### config.mk
export PLATFORM = sky130hd
export DESIGN_NAME = rotated_blit_address_generator
export DESIGN_NICKNAME = d
export VERILOG_FILES = /design/src/design/rbag_pkg.sv /design/src/design/rbag_step_core.sv /design/src/design/rbag_out_skid.sv /design/src/design/rotated_blit_address_generator.sv
export SDC_FILE = /design/constraint.sdc
export NUM_CORES = 2
export LEC_CHECK = 0
export ABC_AREA = 0
export BUFFER_PORTS_ARGS = -buffer_cell sky130_fd_sc_hd__buf_2
export CELL_PAD_IN_SITES_DETAIL_PLACEMENT = 1
export CELL_PAD_IN_SITES_GLOBAL_PLACEMENT = 1
export CORE_AREA = 2 2 376 378
export CTS_CLUSTER_DIAMETER = 150
export DETAILED_ROUTE_END_ITERATION = 7
export DIE_AREA = 0 0 378 380
export PLACE_DENSITY = 0.64
export SETUP_SLACK_MARGIN = 0.4
export SLEW_MARGIN = 25
export SYNTH_ARGS = -nofsm -noshare
export SYNTH_HDL_FRONTEND = slang
export SYNTH_SLANG_ARGS = --single-unit
### constraint.sdc
create_clock -name clk -period 12.4 [get_ports clk]
set_input_delay 2.48 -clock clk [delete_from_list [all_inputs] [get_ports clk]]
set_output_delay 2.48 -clock clk [all_outputs]
set_load 0.02 [all_outputs]
### src/design/rbag_pkg.sv
// shared types and constants of the rotated blit address generator
// no dependencies
`timescale 1ns / 1ps

package rbag_pkg;

  // default largest rectangle side in pixels
  localparam int MAX_DIM_DEF = 4096;

  // register port geometry
  localparam int DATA_W    = 32;
  localparam int ADDR_W    = 5;
  localparam int REG_IDX_W = 3;
  localparam int RECT_W    = 13;
  localparam int LINE_W    = 16;

  // cycles after a register write before the derived values are valid
  localparam int SETTLE_CYCLES = 3;
  localparam int SETTLE_W      = $clog2(SETTLE_CYCLES + 1);

  typedef enum logic [REG_IDX_W-1:0] {
    REG_QUADRANT       = 3'd0,
    REG_WIDE_PIXELS    = 3'd1,
    REG_RECT_WIDTH     = 3'd2,
    REG_RECT_HEIGHT    = 3'd3,
    REG_SRC_LINE_BYTES = 3'd4,
    REG_DST_LINE_BYTES = 3'd5,
    REG_SRC_BASE       = 3'd6,
    REG_DST_BASE       = 3'd7
  } rbag_reg_t;

  typedef enum logic [1:0] {
    QUAD_0   = 2'd0,
    QUAD_90  = 2'd1,
    QUAD_180 = 2'd2,
    QUAD_270 = 2'd3
  } rbag_quad_t;

  typedef struct packed {
    logic [1:0]        quadrant;
    logic              wide_pixels;
    logic [RECT_W-1:0] rect_width;
    logic [RECT_W-1:0] rect_height;
    logic [LINE_W-1:0] src_line_bytes;
    logic [LINE_W-1:0] dst_line_bytes;
    logic [31:0]       src_base;
    logic [31:0]       dst_base;
  } rbag_cfg_t;

  typedef struct packed {
    logic [31:0] pixel_out;
    logic [31:0] src_addr;
    logic [31:0] dst_addr;
    logic        frame_last;
  } rbag_result_t;

endpackage

### src/design/rbag_step_core.sv
// address stepping core: derived step values from the registers and the
// running counters and pointers; depends on rbag_pkg
`timescale 1ns / 1ps

module rbag_step_core #(
  parameter int MAX_DIM = rbag_pkg::MAX_DIM_DEF
) (
  input  logic                 clk,
  input  logic                 rst,
  input  rbag_pkg::rbag_cfg_t  cfg,
  input  logic                 accept,
  input  logic [31:0]          pixel_in,
  output rbag_pkg::rbag_result_t result
);
  import rbag_pkg::*;

  localparam int DIM_W = $clog2(MAX_DIM + 1);
  localparam int CNT_W = $clog2(MAX_DIM);
  localparam int CMP_W = (DIM_W > RECT_W) ? DIM_W : RECT_W;
  localparam logic [CMP_W-1:0] MAX_DIM_C = CMP_W'(MAX_DIM);

  // size clamp: zero counts as one, above the limit counts as the limit
  logic [CMP_W-1:0] w_ext, h_ext, w_cl, h_cl;
  logic [DIM_W-1:0] w_c, h_c, w1_c, h1_c;
  logic [DIM_W+LINE_W-1:0] w1d_full, h1d_full;

  always_comb begin
    w_ext = CMP_W'(cfg.rect_width);
    h_ext = CMP_W'(cfg.rect_height);
    if (w_ext == '0) w_cl = CMP_W'(1);
    else if (w_ext > MAX_DIM_C) w_cl = MAX_DIM_C;
    else w_cl = w_ext;
    if (h_ext == '0) h_cl = CMP_W'(1);
    else if (h_ext > MAX_DIM_C) h_cl = MAX_DIM_C;
    else h_cl = h_ext;
    w_c  = DIM_W'(w_cl);
    h_c  = DIM_W'(h_cl);
    w1_c = w_c - DIM_W'(1);
    h1_c = h_c - DIM_W'(1);
    w1d_full = DIM_W'(w1_c) * (DIM_W+LINE_W)'(cfg.dst_line_bytes);
    h1d_full = DIM_W'(h1_c) * (DIM_W+LINE_W)'(cfg.dst_line_bytes);
  end

  // first derived stage: clamped sizes and products
  logic [DIM_W-1:0] dim_w, dim_h;
  logic [31:0]      w1d, h1d, w1p, h1p;

  always_ff @(posedge clk) begin
    dim_w <= w_c;
    dim_h <= h_c;
    w1d   <= 32'(w1d_full);
    h1d   <= 32'(h1d_full);
    w1p   <= cfg.wide_pixels ? 32'({w1_c, 2'b00}) : 32'({w1_c, 1'b0});
    h1p   <= cfg.wide_pixels ? 32'({h1_c, 2'b00}) : 32'({h1_c, 1'b0});
  end

  // second derived stage: per-quadrant start offset and step values
  logic [31:0] p32, d32;
  logic [31:0] start_next, x_add_next, dst_row_next;
  logic [31:0] start_off, x_add, dst_row_step, src_row_step;

  always_comb begin
    p32 = cfg.wide_pixels ? 32'd4 : 32'd2;
    d32 = 32'(cfg.dst_line_bytes);
    case (rbag_quad_t'(cfg.quadrant))
      QUAD_90: begin
        start_next   = w1d;
        x_add_next   = 32'd0 - d32;
        dst_row_next = p32 + w1d;
      end
      QUAD_180: begin
        start_next   = h1d + w1p;
        x_add_next   = 32'd0 - p32;
        dst_row_next = w1p - d32;
      end
      QUAD_270: begin
        start_next   = h1p;
        x_add_next   = d32;
        dst_row_next = 32'd0 - p32 - w1d;
      end
      default: begin
        start_next   = 32'd0;
        x_add_next   = p32;
        dst_row_next = d32 - w1p;
      end
    endcase
  end

  always_ff @(posedge clk) begin
    start_off    <= start_next;
    x_add        <= x_add_next;
    dst_row_step <= dst_row_next;
    src_row_step <= 32'(cfg.src_line_bytes) - w1p;
  end

  // third derived stage: destination start address
  logic [31:0] dst_start;

  always_ff @(posedge clk) begin
    dst_start <= cfg.dst_base + start_off;
  end

  // running state
  logic [CNT_W-1:0] col_count, row_count;
  logic [31:0]      src_pointer, dst_pointer;
  logic             frame_begin;

  logic [CNT_W-1:0] col_cur, row_cur;
  logic [DIM_W-1:0] col_inc, row_inc;
  logic [31:0]      src_cur, dst_cur;
  logic             row_end, last;

  always_comb begin
    col_cur = frame_begin ? '0 : col_count;
    row_cur = frame_begin ? '0 : row_count;
    src_cur = frame_begin ? cfg.src_base : src_pointer;
    dst_cur = frame_begin ? dst_start : dst_pointer;
    col_inc = DIM_W'(col_cur) + DIM_W'(1);
    row_inc = DIM_W'(row_cur) + DIM_W'(1);
    row_end = col_inc >= dim_w;
    last    = row_end && (row_inc >= dim_h);
    result.pixel_out  = cfg.wide_pixels ? pixel_in : {16'd0, pixel_in[15:0]};
    result.src_addr   = src_cur;
    result.dst_addr   = dst_cur;
    result.frame_last = last;
  end

  // advance counters and pointers per accepted transaction
  always_ff @(posedge clk) begin
    if (rst) begin
      col_count   <= '0;
      row_count   <= '0;
      src_pointer <= '0;
      dst_pointer <= '0;
      frame_begin <= 1'b1;
    end else if (accept) begin
      src_pointer <= src_cur + (row_end ? src_row_step : p32);
      dst_pointer <= dst_cur + (row_end ? dst_row_step : x_add);
      frame_begin <= last;
      if (row_end) begin
        col_count <= '0;
        row_count <= last ? '0 : CNT_W'(row_inc);
      end else begin
        col_count <= CNT_W'(col_inc);
        row_count <= row_cur;
      end
    end
  end

endmodule

### src/design/rbag_out_skid.sv
// two-entry output buffer: result register plus skid register
// depends on rbag_pkg
`timescale 1ns / 1ps

module rbag_out_skid (
  input  logic                   clk,
  input  logic                   rst,
  input  logic                   push,
  input  rbag_pkg::rbag_result_t push_data,
  output logic                   push_ready,
  output logic                   out_valid,
  input  logic                   out_ready,
  output rbag_pkg::rbag_result_t out_data
);
  import rbag_pkg::*;

  rbag_result_t skid_data;
  logic         skid_valid;

  // upstream may push whenever the skid slot is empty
  assign push_ready = !skid_valid;

  // result slot refills from skid first, then from the new transaction
  always_ff @(posedge clk) begin
    if (rst) begin
      out_valid  <= 1'b0;
      skid_valid <= 1'b0;
    end else if (!out_valid || out_ready) begin
      if (skid_valid) begin
        out_data   <= skid_data;
        out_valid  <= 1'b1;
        skid_valid <= 1'b0;
      end else if (push) begin
        out_data  <= push_data;
        out_valid <= 1'b1;
      end else begin
        out_valid <= 1'b0;
      end
    end else if (push) begin
      skid_data  <= push_data;
      skid_valid <= 1'b1;
    end
  end

endmodule

### src/design/rotated_blit_address_generator.sv
// top level of the rotated blit address generator: register port,
// settle timer, stepping core and output buffer; depends on rbag_pkg
`timescale 1ns / 1ps

// channel   | handshake           | payload
// ----------+---------------------+------------------------------------------
// register  | psel/penable/pwrite | paddr, pwdata, prdata (pready tied high)
// pixel in  | in_valid/in_ready   | pixel_in
// result    | out_valid/out_ready | pixel_out, src_addr, dst_addr, frame_last
//
// one pixel per clock sustained while out_ready is high and no register write
// is settling; an accepted result is registered in the result register, or
// in the skid register while the held result waits, so input keeps flowing
// while one result waits; after reset and after each register write in_ready
// stays low while the three registered stages of derived step values refill
// reset is synchronous; counters restart at the first pixel of a frame

module rotated_blit_address_generator #(
  parameter int MAX_DIM = rbag_pkg::MAX_DIM_DEF
) (
  input  logic                        clk,
  input  logic                        rst,
  input  logic                        psel,
  input  logic                        penable,
  input  logic                        pwrite,
  input  logic [rbag_pkg::ADDR_W-1:0] paddr,
  input  logic [rbag_pkg::DATA_W-1:0] pwdata,
  output logic [rbag_pkg::DATA_W-1:0] prdata,
  output logic                        pready,
  input  logic                        in_valid,
  output logic                        in_ready,
  input  logic [31:0]                 pixel_in,
  output logic                        out_valid,
  input  logic                        out_ready,
  output logic [31:0]                 pixel_out,
  output logic [31:0]                 src_addr,
  output logic [31:0]                 dst_addr,
  output logic                        frame_last
);
  import rbag_pkg::*;

  rbag_cfg_t    cfg;
  rbag_result_t step_result, out_data;
  rbag_reg_t    reg_idx;
  logic         cfg_write;
  logic [SETTLE_W-1:0] settle;
  logic         push_ready, accept;

  assign pready    = 1'b1;
  assign reg_idx   = rbag_reg_t'(paddr[ADDR_W-1:2]);
  assign cfg_write = psel && penable && pwrite && pready;

  // register writes
  always_ff @(posedge clk) begin
    if (rst) begin
      cfg.quadrant       <= '0;
      cfg.wide_pixels    <= 1'b0;
      cfg.rect_width     <= RECT_W'(1);
      cfg.rect_height    <= RECT_W'(1);
      cfg.src_line_bytes <= '0;
      cfg.dst_line_bytes <= '0;
      cfg.src_base       <= '0;
      cfg.dst_base       <= '0;
    end else if (cfg_write) begin
      unique case (reg_idx)
        REG_QUADRANT:       cfg.quadrant       <= pwdata[1:0];
        REG_WIDE_PIXELS:    cfg.wide_pixels    <= pwdata[0];
        REG_RECT_WIDTH:     cfg.rect_width     <= pwdata[RECT_W-1:0];
        REG_RECT_HEIGHT:    cfg.rect_height    <= pwdata[RECT_W-1:0];
        REG_SRC_LINE_BYTES: cfg.src_line_bytes <= pwdata[LINE_W-1:0];
        REG_DST_LINE_BYTES: cfg.dst_line_bytes <= pwdata[LINE_W-1:0];
        REG_SRC_BASE:       cfg.src_base       <= pwdata;
        REG_DST_BASE:       cfg.dst_base       <= pwdata;
        default: ;
      endcase
    end
  end

  // register reads
  always_comb begin
    unique case (reg_idx)
      REG_QUADRANT:       prdata = DATA_W'(cfg.quadrant);
      REG_WIDE_PIXELS:    prdata = DATA_W'(cfg.wide_pixels);
      REG_RECT_WIDTH:     prdata = DATA_W'(cfg.rect_width);
      REG_RECT_HEIGHT:    prdata = DATA_W'(cfg.rect_height);
      REG_SRC_LINE_BYTES: prdata = DATA_W'(cfg.src_line_bytes);
      REG_DST_LINE_BYTES: prdata = DATA_W'(cfg.dst_line_bytes);
      REG_SRC_BASE:       prdata = cfg.src_base;
      REG_DST_BASE:       prdata = cfg.dst_base;
      default:            prdata = '0;
    endcase
  end

  // hold off input until derived step values are refreshed
  always_ff @(posedge clk) begin
    if (rst) begin
      settle <= SETTLE_W'(SETTLE_CYCLES);
    end else if (cfg_write) begin
      settle <= SETTLE_W'(SETTLE_CYCLES);
    end else if (settle != '0) begin
      settle <= settle - SETTLE_W'(1);
    end
  end

  assign in_ready = push_ready && (settle == '0);
  assign accept   = in_valid && in_ready;

  rbag_step_core #(
    .MAX_DIM (MAX_DIM)
  ) u_core (
    .clk      (clk),
    .rst      (rst),
    .cfg      (cfg),
    .accept   (accept),
    .pixel_in (pixel_in),
    .result   (step_result)
  );

  rbag_out_skid u_out (
    .clk        (clk),
    .rst        (rst),
    .push       (accept),
    .push_data  (step_result),
    .push_ready (push_ready),
    .out_valid  (out_valid),
    .out_ready  (out_ready),
    .out_data   (out_data)
  );

  assign pixel_out  = out_data.pixel_out;
  assign src_addr   = out_data.src_addr;
  assign dst_addr   = out_data.dst_addr;
  assign frame_last = out_data.frame_last;

endmodule

==> impl_metrics.ini <==
[floorplanning]
die_h_um = 380
fp.coreArea_um2 = 139000
die_w_um = 378
initial_utilization_pct = 33.9
die-area_um2 = 144000
num_rows = 137
pin_count = 208

[logic_synthesis]
ys_types = 101
synthFlopType = dfxtp_1
syn-cell-area_um2 = 47100
yosys-top-cells-count = nand2_1, inv_1, dfxtp_1, a21oi_1, ha_1
ys_warn_count = 0
ys_ff_latch = 665
synth_fp_nets = 5958
yosys.area.top_type = dfxtp_1
yosysSeqAreaShare_pct = 32.4
synth.most_common_cell = nand2_1
async_reset_ff_share_pct = 0
synth_area_leaders = dfxtp_1, fa_1, edfxtp_1
synth_edf_count = 194
avgSynthCellArea_um2 = 9.01
synth_top_cell_area_share_pct = 20.0
syn_inst = 5231

[timing]
relSlewSlack_pct = 27.6
worst_hold_slack_ns = 0.380
hold_violations = 0
finalSetupViolCount = 0
tightestPinTransition_ns = 1.09
period_share_pct = 69.2
clock.fmax_mhz = 117
grt_setup_unrepaired = false
setup-tns-final_ns = 0
slew_viol_final = 0
skew_ns = 0.0358
fin_crit_ns = 8.58

[clock_network]
cts_sinks = 665
cts_buffers = 72
root_buffer = clkbuf_16
cts_tree = built
cts_buffer_depth = 3
cts_setup_buffers = 0
postCtsHoldBufs = 0
cts_resized = 0
insertion_delay_ns = 0.67
clk_pin_slew_worst_paths_ns = 0.06
cts.htree.levels = 3

[pwr]
p_leak_nw = 23.0
peakVddDrop_v = 0.0000963
p_per_area_nw_per_um2 = 95.8

[global_routing]
grt_remaining_overflow = 0
antenna_found_initial = 7
grt_pass1_vias = 39700
grtUsageTotal_pct = 22.4
grt_max_degree = 124
grt_first_pass_wirelength_um = 246000

[layout]
final_cell_count_no_fill = 7264
utilization_pct = 37.8
area_delta_synth_final_pct = 11.5
multi_input_area_um2 = 29000
final_nets = 6053
seq_area_um2 = 15300
nFillCells = 16200
drive_above_1_share_pct = 11.6

[placement]
gp_congestion = 0.902
numPortBuffers = 204
hpwl_um = 121000
numPlacedInstances = 7128

[worst_setup_path]
path_delay_family = adder cells
reg2reg_depth = 29
end_kind = flip-flop
r2r-start = cfg[112]
critPathKind = flip-flop to flip-flop
crit_path_end = u_core.w1d[25]
worst-path-stages = 29
arrival_ns = 9.11
crit_path_top_delay_cell = nand2_1
startpoint_type = flip-flop
reg2reg_setup_slack_ns = 3.82
critPathRequiredTime_ns = 12.93
slowest_delay_ns = 0.69
crit_fanout = 19
startpoint = cfg[112]
cp.buffers_inverters = 6
r2r_end = u_core.w1d[25]

[detailed_routing]
drc = 0
vias = 38000
drtAntennaViolNets = 0
viasPerCell = 5.22
first_pass_iters = 5
wire_per_inst_um = 22.2
drtIter0Drc = 2254
drt-total-wl_um = 162000

[outcome]
status = finished, final reports clean

[hold_path]
hold_class = flip-flop to flip-flop

[job]
cap_violations = 0
## routing by layer
layer	GRT usage, %	share of wire, %
met4	8.20	3.7
met2	38.0	48
met3	2.65	4.6
met1	29.0	44
met5	0	0.025
## where the power goes
part	internal (mW)	switching [mW]
clock network	1.29	0.957
registers	2.28	0.0250
logic	0.166	0.312
## registers in the layout, indices dropped and copies added, names as in the netlist, 29 cells and up
register and flops:
u_core.w1d 29, u_out.out_data 97, u_core.h1d 29, u_out.skid_data 97, cfg 125, u_core.dst_row_step 32
u_core.dst_pointer 32, u_core.src_pointer 32, u_core.src_row_step 30, u_core.start_off 30, u_core.dst_start 32
## worst min path at each step
stage,cells past startpoint,end,start,slack (ns)
after global routing,0,u_core.src_row_step[0],cfg[80],0.39
final,0,u_core.src_row_step[0],cfg[80],0.38
after detailed placement,0,u_core.src_row_step[0],cfg[80],0.37
after global placement,0,u_core.src_row_step[0],cfg[80],0.37
after CTS,0,u_core.src_row_step[0],cfg[80],0.38
after floorplan,0,u_core.src_row_step[0],cfg[80],0.35
## logic make-up after synthesis
logic type,count (synthesis),share of synthesized area (%)
xor gates and xnor gates,212,3.96
buffers and inverters,773,6.24
DFF,665,32.4
AOI/OAI and AO/OA,991,13.3
and+or+nand+nor,1723,16.5
adders and majority gates,651,22.3
other,1,0.00796
muxes,215,5.29
## area by class of cell
type | count | share of cell area (%)
multi-input combinational | 3793 | 55.2
timing repair buffer | 275 | 2.99
antenna | 3 | 0.0143
tap | 1876 | 4.47
clock buffer | 104 | 3.91
inverter | 519 | 3.71
sequential | 665 | 29.1
clock inverter | 29 | 0.695
## cell usage in the layout (no fill, tap or decap), types with 31 or more instances in the layout
cell	Yosys	routed
mux2i_1	31	31
and2_1	141	140
o21ai_0	184	184
a22o_1	32	32
mux2_2	174	174
buf_4	1	70
a31oi_1	38	37
xor2_1	65	64
nand2_1	839	838
edfxtp_1	194	194
nor2_1	326	323
nor2b_1	56	56
xnor2_1	146	146
a21oi_1	363	363
o21a_1	43	43
fa_1	317	317
a21o_1	89	89
buf_2	9	203
nor3_1	80	78
clkbuf_16	0	73
nand2b_1	59	59
dfxtp_1	471	466
inv_1	510	510
o211ai_1	31	31
nand3_1	92	92
ha_1	334	334
## per-stage QoR
stage	total power, mW	setup slack (ns)	area (um^2)
6_report	5.03	3.82	52500
3_5_place_dp	2.83	3.87	50100
2_1_floorplan	2.66	1.91	47100
5_1_grt	5.21	3.45	52500
3_3_place_gp	2.82	4.05	50100
4_1_cts	5.08	3.83	52500
No activity file was read; power rests on OpenSTA's default activity.
